File: config.mk
export PLATFORM = sky130hd
export DESIGN_NAME = gntc_blend
export DESIGN_NICKNAME = d
export VERILOG_FILES = /design/src/design/gntc_pkg.sv /design/src/design/gntc_blend.sv
export SDC_FILE = /design/constraint.sdc
export NUM_CORES = 2
export LEC_CHECK = 0
export ABC_CLOCK_PERIOD_IN_PS = 33900
export BUFFER_PORTS_ARGS = -buffer_cell sky130_fd_sc_hd__buf_2
export CORE_MARGIN = 2
export CORE_UTILIZATION = 60
export CTS_CLUSTER_SIZE = 16
export DETAILED_ROUTE_END_ITERATION = 7
export PLACE_DENSITY = 0.77
export SETUP_SLACK_MARGIN = 0.4
export SYNTH_ARGS = -nofsm -noshare
export SYNTH_HDL_FRONTEND = slang
export SYNTH_SLANG_ARGS = --single-unit
File: constraint.sdc
create_clock -name clk -period 33.9 [get_ports clk]
set_input_delay 5.085 -clock clk [delete_from_list [all_inputs] [get_ports clk]]
set_output_delay 5.085 -clock clk [all_outputs]
set_load 0.1 [all_outputs]
File: src/design/gntc_pkg.sv
// ----------------------------------------------------------------------------
// gntc_pkg
// shared types, constants and elaboration-time tables for the terrain
// classifier pipeline
// ----------------------------------------------------------------------------
package gntc_pkg;

  // field and internal widths
  localparam int TILE_W   = 10;
  localparam int COORD_W  = 11;
  localparam int CELL_W   = 7;
  localparam int REM_W    = 5;
  localparam int FRAC_W   = 17;
  localparam int NOISE_W  = 19;
  localparam int HASH_W   = 15;
  localparam int SEED_W   = 32;
  localparam int CFG_W    = 32;
  localparam int CFG_IDX_W = 2;
  localparam int KIND_W   = 2;
  localparam int TBL_N    = 1 << REM_W;

  // coordinate scale and moisture offset
  localparam int NoiseDiv    = 20;
  localparam int OneQ16      = 65536;
  localparam logic [COORD_W-1:0] MOIST_OFFSET = COORD_W'(1000);
  // reciprocal of the cell size, exact for every coordinate below 2048
  localparam logic [11:0] DIV_RECIP = 12'd3277;

  // lattice hash multipliers, only the low bits reach the gradient select
  localparam logic [31:0] HASH_KX   = 32'd374761393;
  localparam logic [31:0] HASH_KY   = 32'd668265263;
  localparam logic [31:0] HASH_KS   = 32'd362437;
  localparam logic [HASH_W-1:0] KX  = HASH_KX[HASH_W-1:0];
  localparam logic [HASH_W-1:0] KY  = HASH_KY[HASH_W-1:0];
  localparam logic [HASH_W-1:0] KS  = HASH_KS[HASH_W-1:0];
  localparam int HASH_SHIFT = 13;

  // register indexes
  typedef enum logic [CFG_IDX_W-1:0] {
    REG_SEED   = 2'd0,
    REG_SEA    = 2'd1,
    REG_PLAINS = 2'd2,
    REG_DRY    = 2'd3
  } cfg_reg_t;

  // terrain codes
  typedef enum logic [KIND_W-1:0] {
    KIND_SEA      = 2'd0,
    KIND_PLAINS   = 2'd1,
    KIND_HILLS    = 2'd2,
    KIND_MOUNTAIN = 2'd3
  } terrain_t;

  localparam logic signed [NOISE_W-1:0] SEA_RST    = -19'sd26214;
  localparam logic signed [NOISE_W-1:0] PLAINS_RST = 19'sd6554;
  localparam logic signed [NOISE_W-1:0] DRY_RST    = -19'sd6554;

  // per-stage load enables
  typedef struct packed {
    logic s1;
    logic s2;
    logic s3;
    logic s4;
    logic s5;
  } stage_en_t;

  typedef logic [FRAC_W-1:0] frac_tbl_t [TBL_N];

  // fraction of a cell in Q0.16 for each remainder
  function automatic frac_tbl_t build_frac_tbl();
    frac_tbl_t tbl;
    longint    t;
    for (int r = 0; r < TBL_N; r++) begin
      t = (r < NoiseDiv) ? (longint'(r) * OneQ16) / NoiseDiv : 0;
      tbl[r] = FRAC_W'(t);
    end
    return tbl;
  endfunction

  // quintic fade of each cell fraction, products truncated toward zero
  function automatic frac_tbl_t build_fade_tbl();
    frac_tbl_t tbl;
    longint    t;
    longint    t2;
    longint    t3;
    longint    inner;
    for (int r = 0; r < TBL_N; r++) begin
      t     = (r < NoiseDiv) ? (longint'(r) * OneQ16) / NoiseDiv : 0;
      inner = (t * (6 * t - 15 * longint'(OneQ16))) / OneQ16 + 10 * longint'(OneQ16);
      t2    = (t * t) / OneQ16;
      t3    = (t2 * t) / OneQ16;
      tbl[r] = FRAC_W'((t3 * inner) / OneQ16);
    end
    return tbl;
  endfunction

  localparam frac_tbl_t FRAC_TBL = build_frac_tbl();
  localparam frac_tbl_t FADE_TBL = build_fade_tbl();

endpackage

File: src/design/gntc_blend.sv
// ----------------------------------------------------------------------------
// gntc_blend
// stages 4-5 of one noise lane: bilinear blend of the corner values
// ----------------------------------------------------------------------------
module gntc_blend (
  input  logic                                 clk,
  input  gntc_pkg::stage_en_t                  en,
  input  logic signed [gntc_pkg::NOISE_W-1:0]  n_in [4],
  input  logic [gntc_pkg::FRAC_W-1:0]          sx,
  input  logic [gntc_pkg::FRAC_W-1:0]          sy,
  output logic signed [gntc_pkg::NOISE_W-1:0]  noise
);
  import gntc_pkg::*;

  logic signed [NOISE_W-1:0] ix0_r, ix1_r;
  logic [FRAC_W-1:0]         sy_r;

  // a + trunc((b - a) * s / 65536), rounding toward zero
  function automatic logic signed [NOISE_W-1:0] lerp_q(
    input logic signed [NOISE_W-1:0] a,
    input logic signed [NOISE_W-1:0] b,
    input logic [FRAC_W-1:0]         s
  );
    logic signed [NOISE_W:0]   d;
    logic signed [37:0]        p;
    logic signed [37:0]        pa;
    logic signed [21:0]        q;
    logic signed [21:0]        sum;
    d   = {b[NOISE_W-1], b} - {a[NOISE_W-1], a};
    p   = 38'(d) * 38'($signed({1'b0, s}));
    pa  = p + (p[37] ? 38'sd65535 : 38'sd0);
    q   = pa[37:16];
    sum = 22'(a) + q;
    return sum[NOISE_W-1:0];
  endfunction

  // stage 4: blend along x
  always_ff @(posedge clk) begin
    if (en.s4) begin
      ix0_r <= lerp_q(n_in[0], n_in[1], sx);
      ix1_r <= lerp_q(n_in[2], n_in[3], sx);
      sy_r  <= sy;
    end
  end

  // stage 5: blend along y
  always_ff @(posedge clk) begin
    if (en.s5) begin
      noise <= lerp_q(ix0_r, ix1_r, sy_r);
    end
  end

endmodule

==> Implementation_results.wiki <==
{| class="wikitable"
! Metric !! Value
|-
| Library cell appearing most often on the critical path || sky130_fd_sc_hd__fa_1
|-
| H-Tree Depth || 3
|-
| Number of global-route vias before repair || 37360
|-
| Largest fanout on the critical path || 23
|-
| Worst hold-check path type || reg2reg
|-
| Total setup violations reported at the end of the flow || 0
|-
| Number of filler cells placed in the layout || approximately 6600
|-
| Status || complete, no violations
|-
| Crit Path Category || in2reg
|-
| Wire length of the first global-routing pass || about 190 mm
|-
| Number of sinks on the clock net || 74
|-
| Synth async-reset ratio || 0%
|-
| Synthesized instance count || around 5300
|-
| # IOs || between 100 and 150
|-
| Site Rows || 102
|-
| Clock transition at the registers of the reported paths || roughly 70 ps
|-
| Total clock buffers created by CTS || 9
|-
| Number of maximum-capacitance constraint violations || 0
|-
| Setup repair bufs after CTS || 0
|-
| Layout-stage area growth over the synthesis result || 4.709%
|-
| Sequential fraction of the synthesis area || 4.779%
|-
| Buffer and inverter count on the worst path || 7
|-
| Yosys warns || 0
|-
| Actual slew at the worst max-slew pin || ~1200 ps
|-
| DRT iter0 DRCs || 2604
|-
| Core area || 77080 um2
|-
| Count of port buffers added during placement || ~130
|-
| CTS-repair resized insts || 0
|-
| Final wirelength || ~110 mm
|-
| Area of the die || approximately 80000 um2
|-
| Number of cells after detailed placement || between 6000 and 7000
|-
| Via count || approximately 35000
|-
| Crit path DAT || 21180 ps
|-
| Post-synth net total || roughly 6800
|-
| Count of final hold-check violations || 0
|-
| Initial Util || between 60% and 70%
|-
| DPL Wire Length || 92.16 mm
|-
| Slowest cell on the critical path || sky130_fd_sc_hd__fa_1
|-
| Number of buffers on the longest clock path || 2
|-
| Clock tree from TritonCTS || built
|-
| DR WL/cell || between 15 and 20 um
|-
| GP Congestion || about 0.94
|-
| Setup skew after layout || roughly 10 ps
|-
| Final cell count without fillers || roughly 6400
|-
| CP endpoint kind || flop
|-
| Final max-slew violation count || 0
|-
| Critical Path Max Stage Delay || 850 ps
|-
| Unique cell type count in the Yosys netlist || 83
|-
| Average size of a mapped cell || 8.801 um2
|-
| Antenna violations before repair || 8
|-
| Part of the cycle the worst path needs || 62.19%
|-
| Count of TritonRoute iterations in the first routing pass || 6
|-
| Highest attainable clock frequency || about 47 MHz
|-
| Die Y || 282.4 um
|-
| Net total in the final layout || about 7000
|-
| Fraction of layout instances using a drive strength above 1 || under 10%
|-
| Dominant register cell in the synthesized netlist || sky130_fd_sc_hd__edfxtp_1
|-
| Hold slack final || approximately 650 ps
|-
| Total global routing overflow || 0
|-
| Synth Register Bits || 74
|-
| Final critical-path required period || between 20000 and 25000 ps
|-
| Number of enable-type register cells in the synthesized netlist || 74
|-
| Clock latency on the worst-skew pair || 370 ps
|-
| Cts-stage hold buffer count || 0
|-
| RSZ-0062 raised after global routing || false
|-
| Largest net degree at the start of global routing || 56
|-
| Crit path max-delay family || compound AO/OA/AOI/OAI gates
|-
| Worst slew margin relative to its limit || 20.87%
|-
| Setup tns final || 0 ps
|-
| Clock root buffer || sky130_fd_sc_hd__clkbuf_16
|-
| Detailed-route vias per instance || between 5 and 6
|-
| Remaining antenna violation count after routing || 0
|-
| Critical path data required time || 34000 ps
|-
| Synth Cell Area || roughly 46000 um2
|-
| Kind of start point of the critical path || input port
|-
| X dimension of the die || 282.4 um
|-
| Number of design rule violations left after detail routing || 0
|-
| Tot GR Track Use || a little under a third
|-
| Final standard cell utilization of the core || a little over three fifths
|}
-- cell families (layout without fill, tap and decap cells) --
logic type	count (synthesis)	in the layout	share of synthesized area, %
compound gates	517	517	7.387
xor+xnor	263	263	4.984
fa+ha+maj	1433	1433	54.82
buf+inv	1477	1507	11.93
flops	74	74	4.779
mux	3	3	0.07534
other cells	0	3	0
simple gates	1516	1516	16.02
-- metrics by stage --
step	setup slack [ps]	instance area (um2)
6_report	12820	48690
5_1_grt	12170	48680
4_1_cts	13050	48680
3_5_place_dp	12750	48380
3_3_place_gp	13000	48380
2_1_floorplan	15730	46500
-- flip-flops by register name, indices dropped and copies added (netlist names) --
signal	flops
noise	19
ix0_r	19
ix1_r	19
sy_r	17
-- synthesized netlist by cell type (12+ instances only) --
library cell               count  area (um2)
sky130_fd_sc_hd__a21oi_1     131       655.6
sky130_fd_sc_hd__xor2_1       61       534.3
sky130_fd_sc_hd__a211oi_1     22       165.2
sky130_fd_sc_hd__or3_1        14       87.58
sky130_fd_sc_hd__maj3_1       12       120.1
sky130_fd_sc_hd__nand4_1      17       106.4
sky130_fd_sc_hd__fa_1       1011       20240
sky130_fd_sc_hd__inv_1      1293        4853
sky130_fd_sc_hd__and2_1      357        2233
sky130_fd_sc_hd__ha_1        410        5130
sky130_fd_sc_hd__clkbuf_1    182       683.2
sky130_fd_sc_hd__nand3_1      56       280.3
sky130_fd_sc_hd__a21boi_0     14       105.1
sky130_fd_sc_hd__nor2_1      137       514.2
sky130_fd_sc_hd__nand2_1     678        2545
sky130_fd_sc_hd__o21ai_0     115       575.6
sky130_fd_sc_hd__xnor2_1     201        1760
sky130_fd_sc_hd__a31oi_1      19       118.9
sky130_fd_sc_hd__o211ai_1     19       142.6
sky130_fd_sc_hd__o21bai_1     23       172.7
sky130_fd_sc_hd__nand2b_1     27       168.9
sky130_fd_sc_hd__o21a_1       33       247.7
sky130_fd_sc_hd__nor3_1       58       290.3
sky130_fd_sc_hd__a21o_1       52       390.4
sky130_fd_sc_hd__edfxtp_1     74        2222
sky130_fd_sc_hd__nor2b_1      79       494.2
sky130_fd_sc_hd__and3_1       39       244.0
-- cells in the final DEF, fill, tap and decap left out, types with 79 or more instances in the layout --
cell type,Yosys,layout
sky130_fd_sc_hd__a21oi_1,131,130
sky130_fd_sc_hd__and2_1,357,357
sky130_fd_sc_hd__buf_2,1,131
sky130_fd_sc_hd__fa_1,1011,1011
sky130_fd_sc_hd__ha_1,410,410
sky130_fd_sc_hd__inv_1,1293,1293
sky130_fd_sc_hd__nand2_1,678,678
sky130_fd_sc_hd__nor2_1,137,131
sky130_fd_sc_hd__nor2b_1,79,79
sky130_fd_sc_hd__o21ai_0,115,115
sky130_fd_sc_hd__xnor2_1,201,196
-- metal layers --
layer / GRT usage, % / vias to the layer above / part of all wire, %
li1: - / 15990 / -
met3: 5.171 / 235 / 8.0
met1: 39.36 / 17820 / 40
met2: 50.26 / 1310 / 48
met5: 0 / - / 0.035
met4: 11.10 / 6 / 3.9
-- path summary, 6_finish.rpt --
| path | start | endpoint | slack, ps | depth (start not counted) |
|---|---|---|---|---|
| setup / recovery | n_in[58] | ix0_r[18] | 12820 | 55 |
| hold / removal | ix0_r[0] | noise[0] | 650 | 1 |
| setup reg to reg | ix0_r[0] | noise[18] | 18550 | 52 |
| hold reg to reg | ix0_r[0] | noise[0] | 650 | 1 |
-- layout make-up --
class | instances | area [um2] | area share, %
antenna | 3 | 7.507 | 0.01542
sequential | 74 | 2222 | 4.564
clock buffer | 9 | 225.2 | 0.4626
multi-input combinational | 3732 | 38840 | 79.78
clock inverter | 7 | 76.32 | 0.1568
inverter | 1293 | 4853 | 9.969
tap | 1040 | 1301 | 2.673
timing repair buffer | 198 | 1159 | 2.380
Power is not shown: default switching activity piles up to over one toggle a cycle in this logic, so the estimate is an artifact.
