--- config.mk ---
export PLATFORM = sky130hd
export DESIGN_NAME = gntc_lattice
export DESIGN_NICKNAME = d
export VERILOG_FILES = /design/src/design/gntc_pkg.sv /design/src/design/gntc_lattice.sv
export SDC_FILE = /design/constraint.sdc
export NUM_CORES = 1
export LEC_CHECK = 0
export BUFFER_PORTS_ARGS = -buffer_cell sky130_fd_sc_hd__buf_2
export CAP_MARGIN = 10
export CORE_MARGIN = 3
export CORE_UTILIZATION = 30
export DETAILED_ROUTE_END_ITERATION = 16
export SETUP_SLACK_MARGIN = 0.4
export SLEW_MARGIN = 0
export SYNTH_ARGS = -nofsm -noshare
export SYNTH_HDL_FRONTEND = slang
export SYNTH_SLANG_ARGS = --single-unit
--- constraint.sdc ---
create_clock -name clk -period 9.5 [get_ports clk]
set_clock_uncertainty 0.2 [all_clocks]
set_input_delay 0.475 -clock clk [delete_from_list [all_inputs] [get_ports clk]]
set_output_delay 0.475 -clock clk [all_outputs]
set_load 0.02 [all_outputs]
--- src/design/gntc_pkg.sv ---
// ----------------------------------------------------------------------------
// gntc_pkg
// shared types, constants and elaboration-time tables for the terrain
// classifier pipeline
// ----------------------------------------------------------------------------
package gntc_pkg;

  // field and internal widths
  localparam int TILE_W   = 10;
  localparam int COORD_W  = 11;
  localparam int CELL_W   = 7;
  localparam int REM_W    = 5;
  localparam int FRAC_W   = 17;
  localparam int NOISE_W  = 19;
  localparam int HASH_W   = 15;
  localparam int SEED_W   = 32;
  localparam int CFG_W    = 32;
  localparam int CFG_IDX_W = 2;
  localparam int KIND_W   = 2;
  localparam int TBL_N    = 1 << REM_W;

  // coordinate scale and moisture offset
  localparam int NoiseDiv    = 20;
  localparam int OneQ16      = 65536;
  localparam logic [COORD_W-1:0] MOIST_OFFSET = COORD_W'(1000);
  // reciprocal of the cell size, exact for every coordinate below 2048
  localparam logic [11:0] DIV_RECIP = 12'd3277;

  // lattice hash multipliers, only the low bits reach the gradient select
  localparam logic [31:0] HASH_KX   = 32'd374761393;
  localparam logic [31:0] HASH_KY   = 32'd668265263;
  localparam logic [31:0] HASH_KS   = 32'd362437;
  localparam logic [HASH_W-1:0] KX  = HASH_KX[HASH_W-1:0];
  localparam logic [HASH_W-1:0] KY  = HASH_KY[HASH_W-1:0];
  localparam logic [HASH_W-1:0] KS  = HASH_KS[HASH_W-1:0];
  localparam int HASH_SHIFT = 13;

  // register indexes
  typedef enum logic [CFG_IDX_W-1:0] {
    REG_SEED   = 2'd0,
    REG_SEA    = 2'd1,
    REG_PLAINS = 2'd2,
    REG_DRY    = 2'd3
  } cfg_reg_t;

  // terrain codes
  typedef enum logic [KIND_W-1:0] {
    KIND_SEA      = 2'd0,
    KIND_PLAINS   = 2'd1,
    KIND_HILLS    = 2'd2,
    KIND_MOUNTAIN = 2'd3
  } terrain_t;

  localparam logic signed [NOISE_W-1:0] SEA_RST    = -19'sd26214;
  localparam logic signed [NOISE_W-1:0] PLAINS_RST = 19'sd6554;
  localparam logic signed [NOISE_W-1:0] DRY_RST    = -19'sd6554;

  // per-stage load enables
  typedef struct packed {
    logic s1;
    logic s2;
    logic s3;
    logic s4;
    logic s5;
  } stage_en_t;

  typedef logic [FRAC_W-1:0] frac_tbl_t [TBL_N];

  // fraction of a cell in Q0.16 for each remainder
  function automatic frac_tbl_t build_frac_tbl();
    frac_tbl_t tbl;
    longint    t;
    for (int r = 0; r < TBL_N; r++) begin
      t = (r < NoiseDiv) ? (longint'(r) * OneQ16) / NoiseDiv : 0;
      tbl[r] = FRAC_W'(t);
    end
    return tbl;
  endfunction

  // quintic fade of each cell fraction, products truncated toward zero
  function automatic frac_tbl_t build_fade_tbl();
    frac_tbl_t tbl;
    longint    t;
    longint    t2;
    longint    t3;
    longint    inner;
    for (int r = 0; r < TBL_N; r++) begin
      t     = (r < NoiseDiv) ? (longint'(r) * OneQ16) / NoiseDiv : 0;
      inner = (t * (6 * t - 15 * longint'(OneQ16))) / OneQ16 + 10 * longint'(OneQ16);
      t2    = (t * t) / OneQ16;
      t3    = (t2 * t) / OneQ16;
      tbl[r] = FRAC_W'((t3 * inner) / OneQ16);
    end
    return tbl;
  endfunction

  localparam frac_tbl_t FRAC_TBL = build_frac_tbl();
  localparam frac_tbl_t FADE_TBL = build_fade_tbl();

endpackage

--- src/design/gntc_lattice.sv ---
// ----------------------------------------------------------------------------
// gntc_lattice
// stages 1-3 of one noise lane: cell split, corner hashes, corner gradients
// ----------------------------------------------------------------------------
module gntc_lattice (
  input  logic                                 clk,
  input  gntc_pkg::stage_en_t                  en,
  input  logic [gntc_pkg::COORD_W-1:0]         px,
  input  logic [gntc_pkg::COORD_W-1:0]         py,
  input  logic [gntc_pkg::HASH_W-1:0]          seed_mix,
  output logic signed [gntc_pkg::NOISE_W-1:0]  n_out [4],
  output logic [gntc_pkg::FRAC_W-1:0]          sx_out,
  output logic [gntc_pkg::FRAC_W-1:0]          sy_out
);
  import gntc_pkg::*;

  logic [COORD_W-1:0] px_r, py_r;
  logic [CELL_W-1:0]  cx_r, cy_r, cx_nxt, cy_nxt;
  logic [22:0]        qx, qy;
  logic [REM_W-1:0]   rx_r, ry_r, rx_nxt, ry_nxt;
  logic [COORD_W-1:0] remx, remy;
  logic [1:0]         sel_r [4];
  logic [1:0]         sel_nxt [4];
  logic [HASH_W-1:0]  hx0, hx1, hy0, hy1;
  logic [HASH_W-1:0]  h [4];
  logic signed [NOISE_W-1:0] n_nxt [4];
  logic signed [17:0] dx0, dx1, dy0, dy1;
  logic signed [17:0] dx [4];
  logic signed [17:0] dy [4];

  // stage 1: cell index by reciprocal multiply
  always_comb begin
    qx     = {12'b0, px} * {11'b0, DIV_RECIP};
    qy     = {12'b0, py} * {11'b0, DIV_RECIP};
    cx_nxt = qx[22:16];
    cy_nxt = qy[22:16];
  end

  always_ff @(posedge clk) begin
    if (en.s1) begin
      px_r <= px;
      py_r <= py;
      cx_r <= cx_nxt;
      cy_r <= cy_nxt;
    end
  end

  // stage 2: remainder and corner hash select bits
  always_comb begin
    remx   = px_r - COORD_W'({4'b0, cx_r} * 11'd20);
    remy   = py_r - COORD_W'({4'b0, cy_r} * 11'd20);
    rx_nxt = remx[REM_W-1:0];
    ry_nxt = remy[REM_W-1:0];
    hx0    = HASH_W'({8'b0, cx_r} * KX);
    hx1    = HASH_W'(({8'b0, cx_r} + 15'd1) * KX);
    hy0    = HASH_W'({8'b0, cy_r} * KY);
    hy1    = HASH_W'(({8'b0, cy_r} + 15'd1) * KY);
    h[0]   = hx0 + hy0 + seed_mix;
    h[1]   = hx1 + hy0 + seed_mix;
    h[2]   = hx0 + hy1 + seed_mix;
    h[3]   = hx1 + hy1 + seed_mix;
    // low bits of the final odd multiply equal the low bits of h ^ (h >> 13)
    for (int i = 0; i < 4; i++) begin
      sel_nxt[i] = h[i][1:0] ^ h[i][HASH_SHIFT+1:HASH_SHIFT];
    end
  end

  always_ff @(posedge clk) begin
    if (en.s2) begin
      rx_r <= rx_nxt;
      ry_r <= ry_nxt;
      for (int i = 0; i < 4; i++) begin
        sel_r[i] <= sel_nxt[i];
      end
    end
  end

  // stage 3: fraction and fade lookup, corner gradients
  always_comb begin
    dx0   = $signed({1'b0, FRAC_TBL[rx_r]});
    dy0   = $signed({1'b0, FRAC_TBL[ry_r]});
    dx1   = dx0 - 18'sd65536;
    dy1   = dy0 - 18'sd65536;
    dx[0] = dx0; dy[0] = dy0;
    dx[1] = dx1; dy[1] = dy0;
    dx[2] = dx0; dy[2] = dy1;
    dx[3] = dx1; dy[3] = dy1;
    for (int i = 0; i < 4; i++) begin
      case (sel_r[i])
        2'd0:    n_nxt[i] = NOISE_W'(dx[i]) + NOISE_W'(dy[i]);
        2'd1:    n_nxt[i] = NOISE_W'(dy[i]) - NOISE_W'(dx[i]);
        2'd2:    n_nxt[i] = NOISE_W'(dx[i]) - NOISE_W'(dy[i]);
        default: n_nxt[i] = -NOISE_W'(dx[i]) - NOISE_W'(dy[i]);
      endcase
    end
  end

  always_ff @(posedge clk) begin
    if (en.s3) begin
      sx_out <= FADE_TBL[rx_r];
      sy_out <= FADE_TBL[ry_r];
      for (int i = 0; i < 4; i++) begin
        n_out[i] <= n_nxt[i];
      end
    end
  end

endmodule

==> results of run 1 <==
## cell type report
class,count,share of cell area [%]
Clock buffer,17,1.67
Clock inverter,15,0.564
Inverter,432,6.36
Tap cell,1030,5.05
Sequential cell,147,17.3
Multi-Input combinational cell,1814,65.6
Timing Repair Buffer,168,3.50
## stage by stage
stage / hold WS [ns] / setup WS (ns) / util (%)
6_report: 0.0629 / 1.54 / 33.5
3_3_place_gp: 0.205 / 1.60 / 32.7
5_1_grt: 0.0111 / 0.978 / 33.5
2_1_floorplan: 0.200 / 2.14 / -
4_1_cts: 0.00642 / 1.50 / 33.5
3_5_place_dp: 0.205 / 1.55 / 32.7
## layout by cell type (no fill, tap or decap), drive strengths merged, types with 20 or more instances in the layout
cell type	Yosys	layout
nor3	36	36
nand2b	26	26
o21ai	114	114
edfxtp	147	147
buf	28	168
a211oi	20	20
ha	385	385
nand2	124	124
nor2b	40	40
a21o	41	41
o21a	22	22
inv	430	439
xor2	60	60
xnor2	130	130
a21oi	156	156
nor2	146	146
o211ai	26	26
fa	203	203
nand3	21	21
a31oi	31	31
mux2i	28	28
## cell families (layout without fill, tap and decap cells)
| kind of cell | after synthesis | count (layout) |
|---|---|---|
| other | 1 | 2 |
| AO/OA/AOI/OAI | 543 | 543 |
| flip-flops | 147 | 147 |
| adder cells (fa/ha/maj) | 588 | 588 |
| buffers and inverters | 510 | 632 |
| AND/OR/NAND/NOR | 453 | 453 |
| multiplexers | 36 | 36 |
| XOR/XNOR | 192 | 192 |
## worst max-delay path, delay by kind of cell (launching register included)
family,cells,cell delay [ns]
compound gates,8,1.39
xor+xnor,4,0.82
fa+ha+maj,8,3.66
buf+inv,4,0.37
flops,1,0.58
simple gates,5,0.71
## state kept, by name, indices dropped and copies added, names as in the netlist
| name | cells |
|---|---|
| n_out | 73 |
| py_r | 5 |
| sy_out | 16 |
| cx_r | 7 |
| cy_r | 7 |
| ry_r | 5 |
| px_r | 5 |
| rx_r | 5 |
| sel_r | 8 |
| sx_out | 16 |
## worst max path at each step
| stage | startpoint | to | slack, ns | cells past startpoint |
|---|---|---|---|---|
| 5_1_grt | cy_r[2] | sel_r[2][1] | 0.98 | 29 |
| 6_report | cy_r[1] | sel_r[2][1] | 1.54 | 29 |
| 2_1_floorplan | cy_r[0] | sel_r[2][1] | 2.14 | 29 |
| 3_3_place_gp | cy_r[2] | sel_r[2][1] | 1.60 | 29 |
| 4_1_cts | cy_r[1] | sel_r[2][1] | 1.50 | 29 |
| 3_5_place_dp | cy_r[1] | sel_r[2][1] | 1.55 | 29 |
## metal layers
layer  GRT usage [%]  wire length (um)
met5               0                 0
met4            5.71              1920
met3            2.84              3180
met2            25.3             28600
met1            19.2             26600
==> run_results.csv, run 1 <==
group,metric,value,unit
outcome,status,"finished clean",
worst_setup_path,reg2reg_depth,29,
cts,ctsHoldBuffers,0,
detailed_routing,dr.pass1.iters,7,
synth,synth-compound-area-share,15.3,%
layout,fin_cells,3623,
floorplanning,coreArea,76200,um^2
floorplanning,ios,153,
sta,max-slew-margin-rel,32.0,%
worst_setup_path,r2r_slack,1.54,ns
worst_hold_path,whs_path_depth,1,
detailed_routing,drc,0,
sta,fin_crit_sh,83.8,%
global_route,grt_pass1_vias,17400,
place,routabilityCongestion,0.967,
detailed_routing,vias,17500,
synth,syn_inst,2470,
worst_setup_path,rr_endpoint,"sel_r[2][1]",
sta,tightest_slew,1.01,ns
place,placed_cells,3591,
global_route,track_usage,15.1,%
synth,netlist-cell-type-count,95,
worst_hold_path,hold_path_class,"in2reg",
detailed_routing,wl_per_cell,16.6,um
synth,synth_common_cells,"inv_1, ha_1, fa_1",
place,dp_hpwl,49600,um
layout,nFillCells,7846,
synth,synthFlopType,"edfxtp_1",
sta,rsz0062_at_grt,"false",
detailed_routing,routed_wl,60300,um
synth,synth.area.mux_share,1.80,%
synth,synthArstFlopShare,0,%
cts,path_clk_slew,0.07,ns
cts,cts_tree,"built",
synth,synthAdderAreaFrac,38.4,%
layout,drive_gt1_share,9.37,%
global_route,grt_max_degree,62,
cts,cts_root_buf,"clkbuf_16",
synth,synth_edf_count,147,
layout,syn_to_final_growth,10.4,%
layout,diodes,0,
floorplanning,rows,101,
cts,ctsResizeCount,0,
synth,synth.top_cell.area_share,20.8,%
cts,h-tree-depth,4,
layout,fin_nets,3211,
synth,synth.most_common_cell,"inv_1",
sta,fin_crit,7.96,ns
worst_setup_path,cp.arrival,7.98,ns
worst_setup_path,cpPeakStageDelay,0.62,ns
place,io_buffers,148,
cts,cts_buffer_depth,2,
synth,synth_area_leaders,"ha_1, edfxtp_1, fa_1, inv_1, xnor2_1",
detailed_routing,drtIter0Drc,1064,
sta,setup_tns,0,ns
sta,max_clock_freq,126,MHz
run,maxCapViolations,0,
cts,numCtsBuffers,17,
global_route,grt_overflow,0,
layout,design_area,25500,um^2
sta,finalSetupViolCount,0,
worst_setup_path,crit_slowest_cell,"fa_1",
sta,hold_violations,0,
worst_hold_path,min_from,"px[4]",
cts,worstSkewPairLatency,0.47,ns
worst_setup_path,cp.required,9.52,ns
worst_setup_path,critPathCaptureType,"flip-flop",
global_route,antenna_found_initial,1,
worst_setup_path,timing.critical_path.mode_cell,"fa_1",
layout,regArea,4410,um^2
worst_setup_path,path_class,"reg2reg",
floorplanning,dieArea,80400,um^2
detailed_routing,antenna_left,0,
worst_setup_path,critPathLaunchType,"flip-flop",
synth,ys_warn_count,0,
floorplanning,dieHeight,284,um
worst_setup_path,r2r-start,"cy_r[1]",
worst_setup_path,cp_max_fo,7,
global_route,grt_pass1_wl,95400,um
floorplanning,initial_core_util,30.3,%
layout,multi_input_area,16700,um^2
synth,yosys.area_share.simple,9.36,%
synth,ys_ff_latch,147,
floorplanning,die_x,284,um
detailed_routing,drt-vias-per-instance,4.84,
sta,drv_slew,0,
synth,yosysTopAreaCell,"ha_1",
synth,syn_area,23100,um^2
synth,syn_area_per_cell,9.36,um^2
synth,synth_xor_area_share,7.50,%
cts,cts_setup_buffers,0,
cts,clock-sinks,147,
worst_hold_path,min_to,"px_r[4]",
place,place_area,25000,um^2
synth,synth_top_family_by_area,"adder cells",
synth,seq_area_frac_synth,19.1,%
Power of run 1 is not shown: default switching activity piles up to over one toggle a cycle in this logic, so the estimate is an artifact.
==> run 2, diff against run 1 <==
ABC_AREA = 1   (was default)
clock period = 6.7 ns   (was 9.5 ns; I/O delays follow)
==> run 2 against run 1 <==
- first-iteration DRC count up 47%
- area after synthesis rose by 0.98%
- sequential share of layout area shrank 1.4 points
- via count is 11% higher
- flip-flop and latch count unchanged
- global-route usage up 1.8 points
- clock-buffer cell count increased by 1
==> run_results.csv, run 2 <==
group,metric,value,unit
cts,cts_tree,"built",
synth,netlist-cell-type-count,62,
layout,final_util,36.2,%
global_route,grt_pass1_wl,107000,um
synth,synth_area_leaders,"ha_1, edfxtp_1, fa_1, inv_1, nand2_1",
synth,ys_warn_count,0,
detailed_routing,antenna_left,0,
synth,yosysTopAreaCell,"ha_1",
layout,final_common_cell,"inv_1",
floorplanning,dieArea,81200,um^2
place,routabilityCongestion,0.923,
synth,synth.top_cell.area_share,20.6,%
detailed_routing,wl_per_cell,16.6,um
synth,synthArstFlopShare,0,%
worst_setup_path,path_class,"reg2reg",
detailed_routing,routed_wl,68200,um
layout,reg_top3,"n_out: 73 flops, sx_out: 16 flops, sy_out: 16 flops",
sta,fin_ws,0.123,ns
sta,fin_crit_sh,98.2,%
synth,synth_common_cells,"inv_1, nand2_1, ha_1",
worst_setup_path,cp.arrival,6.61,ns
floorplanning,rows,101,
floorplanning,coreArea,76600,um^2
layout,nFillCells,7985,
sta,rsz0062_at_grt,"true",
global_route,grtUsageMet2,28.5,%
layout,drive_gt1_share,17.0,%
detailed_routing,drt-vias-per-instance,4.75,
floorplanning,initial_core_util,30.5,%
worst_setup_path,cp.required,6.74,ns
detailed_routing,dr.pass1.iters,6,
detailed_routing,drc,0,
layout,regArea,4410,um^2
synth,ys_ff_latch,147,
layout,fin_nets,3695,
layout,syn_to_final_growth,18.6,%
synth,syn_inst,2810,
sta,finalSetupViolCount,0,
global_route,track_usage,16.9,%
sta,hold_violations,0,
run,maxCapViolations,0,
cts,numCtsBuffers,17,
floorplanning,ios,153,
worst_setup_path,crit_slowest_cell,"fa_1",
global_route,antenna_found_initial,0,
place,dp_hpwl,56300,um
layout,fin_cells,4108,
global_route,grt_pass1_vias,19500,
outcome,status,"finished clean",
sta,tightest_slew,0.997,ns
synth,synthFlopType,"edfxtp_1",
cts,h-tree-depth,4,
floorplanning,dieHeight,285,um
worst_setup_path,timing.critical_path.mode_cell,"inv_2",
global_route,grt.busiest_layer,"met2",
place,io_buffers,148,
cts,path_clk_slew,0.07,ns
global_route,gr-usage-met1,22.0,%
sta,whs,0.151,ns
worst_setup_path,cpPeakStageDelay,0.60,ns
synth,syn_area_per_cell,8.31,um^2
synth,synth.most_common_cell,"inv_1",
worst_setup_path,critPathCaptureType,"flip-flop",
synth,synth_edf_count,147,
sta,drv_slew,0,
cts,cts_root_buf,"clkbuf_16",
worst_hold_path,hold_path_class,"in2reg",
sta,max_clock_freq,152,MHz
sta,fin_crit,6.58,ns
detailed_routing,drtIter0Drc,1563,
layout,largest_reg_flops,73,
floorplanning,die_x,285,um
global_route,global_route.usage.met3,2.90,%
detailed_routing,vias,19500,
place,placed_cells,4025,
global_route,grt_max_degree,78,
cts,cts_buffer_depth,2,
place,pre_cts_ws,-0.0175,ns
cts,worstSkewPairLatency,0.47,ns
sta,max-slew-margin-rel,33.3,%
synth,syn_area,23400,um^2
worst_setup_path,cp_max_fo,4,
cts,clock-sinks,147,
layout,layout_common_cells,"inv_1, nand2_1, ha_1, fa_1, a21oi_1",
synth,seq_area_frac_synth,18.9,%
layout,multi_input_area,17400,um^2
global_route,grt_overflow,0,
worst_setup_path,critPathLaunchType,"flip-flop",
layout,regMostFlops,"n_out",
## run 2: changes by cell type after synthesis, sizes merged, moves of 29 or more
cell,delta
nand2,+391
inv,+149
nand3,+129
xnor2,-90
a21oi,+61
o21ai,+48
nor2,-42
nor2b,-40
a21o,-34
clkbuf,-34
xor2,+29
## run 2: cell type report
type | instances | area share (%)
inverter | 588 | 8.03
sequential | 147 | 15.9
tap | 1030 | 4.65
clock inverter | 14 | 0.633
antenna | 1 | 0.00904
clock buffer | 18 | 1.55
multi-input combinational | 2041 | 62.9
timing repair buffer | 269 | 6.27
## run 2: worst max-delay path: cells and delay by family, from the launching register on
family	cells	cell delay (ns)
and+or+nand+nor	14	1.37
xor gates and xnor gates	3	0.51
buffers and inverters	7	0.53
AOI/OAI and AO/OA	2	0.18
adders and majority gates	8	3.14
DFF	1	0.41
## run 2: metrics by stage
step / area (um^2) / TNS [ns]
3_5_place_dp: 25800 / -0.0175
2_1_floorplan: 23500 / 0
5_1_grt: 27700 / -0.228
6_report: 27700 / 0
3_3_place_gp: 25800 / 0
4_1_cts: 27000 / 0
## run 2: layer usage
layer | routed length, um | vias to the layer above
met4 | 1930 | 0
met5 | 0 | -
met2 | 32300 | 541
met3 | 3650 | 90
met1 | 30300 | 9164
li1 | - | 9723
## run 2: cells by family after synthesis
group,after synthesis,synth area share [%]
AND/OR/NAND/NOR,836,16.0
adder cells (fa/ha/maj),588,38.0
buffers and inverters,623,10.4
AO/OA/AOI/OAI,486,11.9
flip-flops,147,18.9
other,1,0.0161
XOR/XNOR,129,4.84
## run 2: what timing repair did
item	4_1_cts	5_1_grt
pin swaps	45	104
hold endpoints to repair	10	0
gates resized for setup	46	124
hold buffers	10	0
endpoints found under the setup margin	7	7
buffers inserted	20	20
## run 2: worst paths after layout
kind,from,slack [ns],cells past startpoint,to
worst min register to register,px_r[1],0.21,0,rx_r[1]
worst min-delay path,en[2],0.15,1,n_out[64]
worst max-delay path,cy_r[1],0.12,34,sel_r[2][1]
worst max register to register,cy_r[1],0.12,34,sel_r[2][1]
Power of run 2 is left out for the same reason.
